### src/rtl/i2cram_pkg.sv
// ----------------------------------------------------------------------------
// i2cram_pkg
// Shared types, constants and sequencing tables for the single-register
// I2C master.
// ----------------------------------------------------------------------------
package i2cram_pkg;

  localparam int DIVIDER_BITS_DEF = 16;
  localparam int HALF_W           = 16;
  localparam int DEV_W            = 7;
  localparam int BYTE_W           = 8;
  localparam int IN_TDATA_W       = 24;
  localparam int OUT_TDATA_W      = 16;

  localparam logic [1:0] CMD_NONE  = 2'd0;
  localparam logic [1:0] CMD_READ  = 2'd1;
  localparam logic [1:0] CMD_WRITE = 2'd2;

  localparam logic CFG_DEVICE_ADDRESS    = 1'b0;
  localparam logic CFG_HALF_PERIOD_TICKS = 1'b1;

  typedef enum logic [1:0] {
    OP_NONE,
    OP_READ,
    OP_WRITE
  } op_t;

  typedef enum logic [2:0] {
    SEG_START,
    SEG_ADDRW,
    SEG_REG,
    SEG_DATA,
    SEG_ADDRR,
    SEG_RBYTE,
    SEG_STOP
  } seg_t;

  typedef struct packed {
    op_t               op;
    logic [BYTE_W-1:0] reg_addr;
    logic [BYTE_W-1:0] write_data;
    logic              sda_in;
  } item_t;

  // packed so that scl_out sits in the lowest bit
  typedef struct packed {
    logic              ack_missing;
    logic [BYTE_W-1:0] read_data;
    logic              done_res;
    logic              busy_res;
    logic              sda_out;
    logic              scl_out;
  } result_t;

  function automatic seg_t plan_kind(input logic rd, input logic [2:0] idx);
    seg_t k;
    k = SEG_STOP;
    if (rd) begin
      case (idx)
        3'd0:    k = SEG_START;
        3'd1:    k = SEG_ADDRW;
        3'd2:    k = SEG_REG;
        3'd3:    k = SEG_START;
        3'd4:    k = SEG_ADDRR;
        3'd5:    k = SEG_RBYTE;
        default: k = SEG_STOP;
      endcase
    end else begin
      case (idx)
        3'd0:    k = SEG_START;
        3'd1:    k = SEG_ADDRW;
        3'd2:    k = SEG_REG;
        3'd3:    k = SEG_DATA;
        default: k = SEG_STOP;
      endcase
    end
    return k;
  endfunction

  function automatic logic [2:0] plan_last(input logic rd);
    return rd ? 3'd6 : 3'd4;
  endfunction

  function automatic logic [4:0] seg_last(input seg_t k);
    logic [4:0] l;
    case (k)
      SEG_START: l = 5'd2;
      SEG_STOP:  l = 5'd2;
      SEG_RBYTE: l = 5'd17;
      default:   l = 5'd18;
    endcase
    return l;
  endfunction

endpackage

### src/rtl/i2cram_front.sv
// ----------------------------------------------------------------------------
// i2cram_front
// Accepts input transactions, decodes the command and holds items in a
// two-entry queue ahead of the bus engine.
// ----------------------------------------------------------------------------
module i2cram_front
  import i2cram_pkg::*;
(
  input  logic                  clk,
  input  logic                  rst,
  input  logic                  s_axis_tvalid,
  output logic                  s_axis_tready,
  input  logic [IN_TDATA_W-1:0] s_axis_tdata,
  output logic                  q_valid,
  input  logic                  q_ready,
  output item_t                 q_item
);

  item_t      q_mem [2];
  logic       wr_ptr;
  logic       rd_ptr;
  logic [1:0] count;
  logic       push;
  logic       pop;
  item_t      in_item;

  always_comb begin
    case (s_axis_tdata[1:0])
      CMD_READ:  in_item.op = OP_READ;
      CMD_WRITE: in_item.op = OP_WRITE;
      default:   in_item.op = OP_NONE;
    endcase
    in_item.reg_addr   = s_axis_tdata[9:2];
    in_item.write_data = s_axis_tdata[17:10];
    in_item.sda_in     = s_axis_tdata[18];
  end

  assign s_axis_tready = (count != 2'd2);
  assign q_valid       = (count != 2'd0);
  assign q_item        = q_mem[rd_ptr];
  assign push          = s_axis_tvalid && s_axis_tready;
  assign pop           = q_valid && q_ready;

  always_ff @(posedge clk) begin
    if (push) begin
      q_mem[wr_ptr] <= in_item;
    end
  end

  always_ff @(posedge clk) begin
    if (rst) begin
      wr_ptr <= 1'b0;
      rd_ptr <= 1'b0;
      count  <= 2'd0;
    end else begin
      if (push) begin
        wr_ptr <= ~wr_ptr;
      end
      if (pop) begin
        rd_ptr <= ~rd_ptr;
      end
      if (push && !pop) begin
        count <= count + 2'd1;
      end else if (pop && !push) begin
        count <= count - 2'd1;
      end
    end
  end

endmodule

### src/rtl/i2cram_engine.sv
// ----------------------------------------------------------------------------
// i2cram_engine
// Bus sequencer: one divider tick per item, walks the segment plan of a
// read or write transaction and registers the line levels and status.
// ----------------------------------------------------------------------------
module i2cram_engine
  import i2cram_pkg::*;
#(
  parameter int DIVIDER_BITS = DIVIDER_BITS_DEF
) (
  input  logic              clk,
  input  logic              rst,
  input  logic              q_valid,
  output logic              q_ready,
  input  item_t             q_item,
  input  logic [DEV_W-1:0]  device_address,
  input  logic [HALF_W-1:0] half_period_ticks,
  output logic              res_valid,
  input  logic              res_ready,
  output result_t           res
);

  localparam int CMP_W = (DIVIDER_BITS > HALF_W) ? DIVIDER_BITS : HALF_W;

  logic                    active,     active_next;
  logic                    is_read,    is_read_next;
  logic [2:0]              seg,        seg_next;
  logic [4:0]              pos,        pos_next;
  logic [DIVIDER_BITS-1:0] div,        div_next;
  logic [BYTE_W-1:0]       shift_byte, shift_byte_next;
  logic [BYTE_W-1:0]       saved_reg,  saved_reg_next;
  logic [BYTE_W-1:0]       saved_data, saved_data_next;
  logic [BYTE_W-1:0]       received,   received_next;
  logic                    nack,       nack_next;
  logic                    scl,        scl_next;
  logic                    sda,        sda_next;

  logic                    step;
  logic                    busy;
  logic                    done;
  logic                    sample;
  seg_t                    kind;
  logic [BYTE_W-1:0]       tx_byte;
  logic [DIVIDER_BITS-1:0] div_inc;
  logic [CMP_W-1:0]        half_w;
  logic [CMP_W-1:0]        max_w;
  logic [CMP_W-1:0]        eff_w;

  assign q_ready = !res_valid || res_ready;
  assign step    = q_valid && q_ready;

  always_comb begin
    half_w = CMP_W'(half_period_ticks);
    max_w  = CMP_W'({DIVIDER_BITS{1'b1}});
    eff_w  = (half_w > max_w) ? max_w : half_w;
    if (eff_w == '0) begin
      eff_w = CMP_W'(1);
    end
  end

  always_comb begin
    active_next     = active;
    is_read_next    = is_read;
    seg_next        = seg;
    pos_next        = pos;
    div_next        = div;
    shift_byte_next = shift_byte;
    saved_reg_next  = saved_reg;
    saved_data_next = saved_data;
    received_next   = received;
    nack_next       = nack;
    scl_next        = scl;
    sda_next        = sda;
    busy            = 1'b0;
    done            = 1'b0;
    sample          = 1'b0;
    kind            = SEG_START;
    tx_byte         = '0;
    div_inc         = '0;

    if (step) begin
      if (!active && q_item.op != OP_NONE) begin
        active_next     = 1'b1;
        is_read_next    = (q_item.op == OP_READ);
        saved_reg_next  = q_item.reg_addr;
        saved_data_next = q_item.write_data;
        nack_next       = 1'b0;
        shift_byte_next = '0;
        div_next        = '0;
        seg_next        = 3'd0;
        pos_next        = 5'd0;
      end

      if (active_next) begin
        busy = 1'b1;
        kind = plan_kind(is_read_next, seg_next);
        case (kind)
          SEG_ADDRW: tx_byte = {device_address, 1'b0};
          SEG_ADDRR: tx_byte = {device_address, 1'b1};
          SEG_REG:   tx_byte = saved_reg_next;
          default:   tx_byte = saved_data_next;
        endcase

        case (kind)
          SEG_START: begin
            scl_next = (pos_next < 5'd2);
            sda_next = (pos_next == 5'd0);
          end
          SEG_STOP: begin
            scl_next = (pos_next != 5'd0);
            sda_next = (pos_next == 5'd2);
          end
          SEG_RBYTE: begin
            scl_next = pos_next[0];
            sda_next = 1'b1;
            sample   = !pos_next[4] && pos_next[0];
          end
          default: begin
            if (!pos_next[4]) begin
              scl_next = pos_next[0];
              sda_next = tx_byte[~pos_next[3:1]];
            end else begin
              scl_next = (pos_next == 5'd17);
              sda_next = 1'b1;
              sample   = (pos_next == 5'd17);
            end
          end
        endcase

        div_inc = div_next + DIVIDER_BITS'(1);
        if (CMP_W'(div_inc) >= eff_w) begin
          div_next = '0;
          if (sample) begin
            if (kind == SEG_RBYTE) begin
              shift_byte_next = {shift_byte_next[BYTE_W-2:0], q_item.sda_in};
              if (pos_next == 5'd15) begin
                received_next = shift_byte_next;
              end
            end else if (q_item.sda_in) begin
              nack_next = 1'b1;
            end
          end
          if (pos_next == seg_last(kind)) begin
            pos_next = 5'd0;
            if (seg_next == plan_last(is_read_next)) begin
              seg_next    = 3'd0;
              active_next = 1'b0;
              done        = 1'b1;
            end else begin
              seg_next = seg_next + 3'd1;
            end
          end else begin
            pos_next = pos_next + 5'd1;
          end
        end else begin
          div_next = div_inc;
        end
      end
    end
  end

  always_ff @(posedge clk) begin
    if (rst) begin
      active     <= 1'b0;
      is_read    <= 1'b0;
      seg        <= 3'd0;
      pos        <= 5'd0;
      div        <= '0;
      shift_byte <= '0;
      saved_reg  <= '0;
      saved_data <= '0;
      received   <= '0;
      nack       <= 1'b0;
      scl        <= 1'b1;
      sda        <= 1'b1;
      res_valid  <= 1'b0;
    end else begin
      active     <= active_next;
      is_read    <= is_read_next;
      seg        <= seg_next;
      pos        <= pos_next;
      div        <= div_next;
      shift_byte <= shift_byte_next;
      saved_reg  <= saved_reg_next;
      saved_data <= saved_data_next;
      received   <= received_next;
      nack       <= nack_next;
      scl        <= scl_next;
      sda        <= sda_next;
      if (step) begin
        res_valid <= 1'b1;
      end else if (res_ready) begin
        res_valid <= 1'b0;
      end
    end
  end

  always_ff @(posedge clk) begin
    if (step) begin
      res.scl_out     <= scl_next;
      res.sda_out     <= sda_next;
      res.busy_res    <= busy;
      res.done_res    <= done;
      res.read_data   <= received_next;
      res.ack_missing <= nack_next;
    end
  end

endmodule

### src/rtl/i2c_register_access_master.sv
// ----------------------------------------------------------------------------
// i2c_register_access_master
// Open-drain I2C master for single-register reads and writes.
// ----------------------------------------------------------------------------
// Each input transaction is one tick of the bus divider and yields exactly one
// output transaction with the SCL/SDA levels, busy, done, the last read byte
// and the sticky missing-acknowledge flag. The block sustains one item per
// clock while the output is not back-pressured; an item passes through the
// two-entry input queue and then the sequencer's output register on its way
// out. Commands are taken only while no bus transaction runs; a bus slot
// lasts half_period_ticks items (zero counts as one). Configuration
// registers are written through the cfg channel, which is always ready.
// ----------------------------------------------------------------------------
module i2c_register_access_master
  import i2cram_pkg::*;
#(
  parameter int DIVIDER_BITS = DIVIDER_BITS_DEF
) (
  input  logic                   clk,
  input  logic                   rst,
  input  logic                   s_axis_tvalid,
  output logic                   s_axis_tready,
  // cmd[1:0], reg_addr[9:2], write_data[17:10], sda_in[18], zero fill
  input  logic [IN_TDATA_W-1:0]  s_axis_tdata,
  output logic                   m_axis_tvalid,
  input  logic                   m_axis_tready,
  // scl_out[0], sda_out[1], busy_res[2], done_res[3], read_data[11:4],
  // ack_missing[12], zero fill
  output logic [OUT_TDATA_W-1:0] m_axis_tdata,
  input  logic                   cfg_valid,
  output logic                   cfg_ready,
  input  logic                   cfg_index,
  input  logic [HALF_W-1:0]      cfg_data
);

  logic [DEV_W-1:0]  device_address;
  logic [HALF_W-1:0] half_period_ticks;
  logic              q_valid;
  logic              q_ready;
  item_t             q_item;
  result_t           res;

  assign cfg_ready = 1'b1;

  always_ff @(posedge clk) begin
    if (rst) begin
      device_address    <= '0;
      half_period_ticks <= HALF_W'(250);
    end else if (cfg_valid && cfg_ready) begin
      case (cfg_index)
        CFG_DEVICE_ADDRESS:    device_address    <= cfg_data[DEV_W-1:0];
        CFG_HALF_PERIOD_TICKS: half_period_ticks <= cfg_data;
        default:               ;
      endcase
    end
  end

  i2cram_front u_front (
    .clk           (clk),
    .rst           (rst),
    .s_axis_tvalid (s_axis_tvalid),
    .s_axis_tready (s_axis_tready),
    .s_axis_tdata  (s_axis_tdata),
    .q_valid       (q_valid),
    .q_ready       (q_ready),
    .q_item        (q_item)
  );

  i2cram_engine #(
    .DIVIDER_BITS (DIVIDER_BITS)
  ) u_engine (
    .clk               (clk),
    .rst               (rst),
    .q_valid           (q_valid),
    .q_ready           (q_ready),
    .q_item            (q_item),
    .device_address    (device_address),
    .half_period_ticks (half_period_ticks),
    .res_valid         (m_axis_tvalid),
    .res_ready         (m_axis_tready),
    .res               (res)
  );

  assign m_axis_tdata = {(OUT_TDATA_W - $bits(result_t))'(0), res};

  // a transaction that ends must still be flagged busy
  a_done_busy: assert property (@(posedge clk) disable iff (rst)
    (m_axis_tvalid && m_axis_tdata[3]) |-> m_axis_tdata[2])
    else $error("done without busy");

  // both lines released whenever no transaction runs
  a_idle_lines: assert property (@(posedge clk) disable iff (rst)
    (m_axis_tvalid && !m_axis_tdata[2]) |-> (m_axis_tdata[1:0] == 2'b11))
    else $error("lines driven while idle");

  // every item the sequencer takes shows up at the output
  a_step_out: assert property (@(posedge clk) disable iff (rst)
    (q_valid && q_ready) |=> m_axis_tvalid)
    else $error("item lost in sequencer");

endmodule
### config.mk
export PLATFORM = sky130hd
export DESIGN_NAME = i2c_register_access_master
export DESIGN_NICKNAME = d
export VERILOG_FILES = /design/src/rtl/i2cram_pkg.sv /design/src/rtl/i2cram_front.sv /design/src/rtl/i2cram_engine.sv /design/src/rtl/i2c_register_access_master.sv
export SDC_FILE = /design/constraint.sdc
export NUM_CORES = 1
export LEC_CHECK = 0
export BUFFER_PORTS_ARGS = -buffer_cell sky130_fd_sc_hd__buf_2
export CORE_UTILIZATION = 50
export CTS_BUF_LIST = sky130_fd_sc_hd__clkbuf_8
export DETAILED_ROUTE_END_ITERATION = 8
export HOLD_SLACK_MARGIN = 0.1
export PLACE_DENSITY_LB_ADDON = 0.3
export SLEW_MARGIN = 40
export SYNTH_ARGS = -nofsm -noshare
export SYNTH_HDL_FRONTEND = slang
export SYNTH_SLANG_ARGS = --single-unit
### constraint.sdc
create_clock -name clk -period 4.8 [get_ports clk]
set_input_delay 1.2 -clock clk [delete_from_list [all_inputs] [get_ports clk]]
set_output_delay 1.2 -clock clk [all_outputs]
set_load 0.1 [all_outputs]
; Word level (Yosys, flattened, before mapping)
; Memory sizes are Yosys's and may differ from the RTL's. A register that Yosys moved wholly into a read port is not among the register bits.
; Index checks and enable logic that the tools add are counted.
[classes]
n_addsub = 5
magnitude_cmp = 4
n_eq_ne = 19
muxes = 83
bitwise_logic = 4
n_reduce_logical = 26
[ops]
columns = operator, count
row1 = 8-bit 2-to-1 mux, 15
row2 = 16-bit 2-to-1 mux, 6
row3 = 5-bit 2-to-1 mux, 8
row4 = 1-bit 2-to-1 mux, 33
row5 = 3-bit 2-to-1 mux, 9
row6 = 8-bit case mux with 3 select lines, 1
row7 = "16-bit by 1-bit adder with 16-bit output, second input constant", 1
row8 = 16-bit >= comparator, 1
row9 = "16-bit > comparator, second input constant", 1
row10 = 16-bit logical NOT, 1
row11 = "3-bit == test, second input constant", 5
row12 = 3-bit case mux with 5 select lines, 1
row13 = 3-bit case mux with 4 select lines, 1
row14 = 5-bit case mux with 2 select lines, 1
row15 = "3-bit by 2-bit == test with 1-bit output, second input constant", 3
row16 = 2-bit nonzero test, 4
row17 = "3-bit by 1-bit == test with 1-bit output, second input constant", 2
row18 = 1-bit logical AND, 6
row19 = 3-bit logical NOT, 2
row20 = 2-bit 2-to-1 mux, 3
row21 = 1-bit case mux with 3 select lines, 2
row22 = "5-bit by 1-bit adder with 5-bit output, second input constant", 1
row23 = "5-bit by 2-bit == test with 1-bit output, second input constant", 1
row24 = "5-bit by 4-bit == test with 1-bit output, second input constant", 1
row25 = 23 further kinds, 32
[word_totals]
register_bits = 102
mem_bits_rw = 38
out_inout_bits = 19
word_cells = 166
memories = 1
[mem_list]
columns = name, depth, width, read_ports, rd_ports_with_merged_regs, wr, line
row1 = u_front.q_mem, 2, 19, 1, 1, 1, i2cram_front.sv:19  ; item_t q_mem [2];

; Longest topological paths before layout
[logic_depth]
ltp_word = 20
mapped_depth = 22
mapped_depth_nobuf = 16

; By module
; Synthesis repeated with hierarchy kept, for this count alone.
[unflattened]
cells_unflattened = 770
hier_area_um2 = 7278.2
[by_module_without_submodules]
columns = mod, instances, cells_each, area_per_inst_um2, seq_area_each_um2
row1 = i2cram_engine, 1, 583, 4648.2, 1611.5
row2 = i2cram_front, 1, 85, 1602.8, 1241.2
row3 = i2c_register_access_master, 1, 102, 1027.2, 460.4

; Worst setup path before layout
; OpenSTA, ideal clock, no wires.
[synth_path]
path_type = register -> register
start = memory u_front.q_mem[1][17] in the netlist's numbering
end = register, netlist name u_engine.res[4]
arrival_ns = 4.794
required_ns = 4.538
setup_slack_ns = -0.256
stages_incl_launch_ff = 19
path_cell_list = edfxtp_1 -> nor3b_2 -> or3_1 -> buf_2 -> clkbuf_1 -> clkbuf_1 -> buf_1 -> and2_1 -> ha_1 -> and3_1 -> nand2_1 -> or3_1 -> a21oi_1 -> ha_1 -> a211o_1 -> a2111oi_2 -> nor4b_1 -> buf_2 -> mux2_2
[synth_rtl]
columns = item, line
row1 = from (decl), i2cram_front.sv:19

==> run metrics <==
fin cells 973; Switching Share 42.7%; GRT Util Overall 22.3%; DRT Pass-1 Iters 5; clk sink count 140; clock latency on the worst-skew pair 460 ps; Post-Synthesis Cells 734; post-synthesis cell type count 73; via/cell ratio 5.67; CP Max Fanout 21; adder-cell share of the synthesized area 5.36%; initial DRC count between 400 and 500; Max Clock Skew 7.77 ps; clock share of power 20.0%; drc violations 0; Final Max Tran Viols 0; die height 120 µm; number of instances in the placed design 941; internal power 2.41 mW; port bufs 55; largest family of logic cells by synthesized area simple AND/OR/NAND/NOR gates; Chip Width 120 µm; Clk pin slew, worst setup/hold paths approximately 70 ps; Post-synth EDFFs 51; RSZ-0062 raised after global routing no; max reg flops 38; vias in the first global route 5450; Setup CP Type flip-flop to flip-flop; multiplexer area fraction after synthesis 5.39%; Worst EP required 5150 ps; Yosys top cell area share 25.4%; WP data arrival 4810 ps; PwrDens 536 nW/µm²; dpl hpwl 10900 µm; Setup violations, final 0; per-cell routed wire length 15.6 µm; register bit count reported by yosys 140; Max Freq 224 MHz; GRT overflow 0; Synth Area in XOR/XNOR 2.38%; Placer Congestion 0.889; initial antenna violation count 0; die area ~14000 µm²; CTS tree yes; detailed-route via count 5520; Largest Register u_front.q_mem; Max clock buf depth 2; power consumption 4.20 mW; minimum clock period between 4000 and 5000 ps; HP Class flip-flop to flip-flop; Least-Margin Pin Slew 786 ps; initial core utilization 52.1%; CORE AREA between 10000 and 15000 µm²; CTS H-tree lvls 4; Area Growth Syn to Fin 11.8%; largest cells by area after synthesis dfxtp_1, edfxtp_1, ha_1; setup TNS 0 ps; status complete, no violations; main flop type after synthesis dfxtp_1; biggest regs u_front.q_mem: 38 flops, half_period_ticks: 16 flops, u_engine.div: 16 flops; Hold WS 474 ps; clock buffer count from CTS 17; Avg Cell Area, Syn 9.54 µm²; Final Hold Viols 0; layout cells sized above 1 15.7%; Pleak 3.02 nW; CP Capture Type flip-flop; register share of total power 37.1%; Setup crit start kind flip-flop; final WL about 15000 µm; asr flop ratio synth 0%; Final Worst Setup Slack 335 ps; Yosys Warn Count 0; Max-Cap Viols 0; net switching power roughly 1.8 mW; Seq/Total Area, Yosys 47.3%; combinational group share of total power 43.0%; n_diodes 0; std cell rows 42; post-CTS sizing 0; Netlist Area Pre-Place roughly 7000 µm²; CTS Root Cell clkbuf_8; simple-gate share of the synthesized area between 10% and 20%; setup repair bufs after CTS 0; Layout Nets 860; I/O pin total between 60 and 70; first-pass GRT wire length 25300 µm; Final Cycle Share 93.0%; largest area contributor in the netlist dfxtp_1; Peak VDD IR 0.364 mV; post-route ant nets 0; relative slew slack a little under half; largest net degree at the start of global routing 72; Synth Area in Compound Gates approximately 15%; hold-fix buffers at CTS 0; Place WS 230 ps
final cells by class:
cell class	instances	area (µm²)
fillers	1177	5620
inverters	37	139
flip-flops and latches	140	3310
clock buffers	19	262
repair buffers	71	395
clock inverters	13	87.6
well taps	176	220
multi-input cells	517	3420
worst max-delay path, stage by stage (launching register included):
cell and delay (ps):
edfxtp_1 440, nor3b_4 70, or3_1 420, and2_1 220, ha_1 210, and3_1 240, nand3_1 110, xor2_1 170
nor2_1 80, ha_1 310, a21o_1 160, a221oi_1 300, o21ai_0 240, a2111oi_4 510, buf_4 230, or2_4 290
o41ai_1 160, and2_1 180
Yosys cell counts, drive strengths merged, types with 8 or more instances:
cell / instances
ha: 30
dfxtp: 89
a21oi: 49
nand3b: 8
nor3: 9
and3: 10
nand3: 29
and2: 13
edfxtp: 51
mux2i: 32
a211oi: 21
nor2: 68
or3: 9
inv: 37
o21ai: 24
clkbuf: 29
buf: 13
nor4: 9
xor2: 15
o211ai: 12
nand2: 88
cells in the final DEF, fill, tap and decap left out, drive strengths merged, types with 15 or more instances in the layout:
cell type,n
edfxtp,51
mux2i,32
nand3,29
xor2,15
o21ai,24
ha,30
a211oi,21
nor2,68
dfxtp,89
nand2,88
clkbuf,19
inv,43
buf,71
a21oi,49
path summary, 6_finish.rpt:
path	start	to	slack [ps]	depth (start not counted)
hold reg to reg	u_engine.div[15]	u_engine.div[15]	470	2
setup reg to reg	u_front.q_mem[1][17]	u_engine.nack	330	17
hold / removal	u_engine.div[15]	u_engine.div[15]	470	2
setup / recovery	u_front.q_mem[1][17]	u_engine.nack	330	17
metal layers:
layer / GRT usage [%] / share of wire, %
met1: 26.9 / 43
met2: 38.3 / 49
met3: 5.28 / 5.3
met4: 9.03 / 2.3
met5: 0 / 0
power by group through the flow:
stage | sequential [mW] | clock (mW) | combinational (mW)
finish | 1.56 | 0.839 | 1.80
CTS | 1.56 | 0.856 | 1.80
global route | 1.58 | 0.903 | 1.96
floorplan | 1.88 | 0 | 1.09
global placement | 1.58 | 0 | 1.75
detailed placement | 1.58 | 0 | 1.79
through the flow:
step	instance area [µm²]	utilization [%]
detailed placement	7480	55.6
global placement	7470	55.5
global route	7840	58.2
CTS	7830	58.2
floorplan	7030	-
finish	7840	58.2
cell families (layout without fill, tap and decap cells):
logic type,Yosys count,count (layout)
AND/OR/NAND/NOR,273,273
AO/OA/AOI/OAI,155,155
flip-flops,140,140
buffers and inverters,79,140
multiplexers,36,36
adder cells (fa/ha/maj),30,30
XOR/XNOR,19,19
other,2,4
Note: power is estimated with default switching activity, not from simulation.
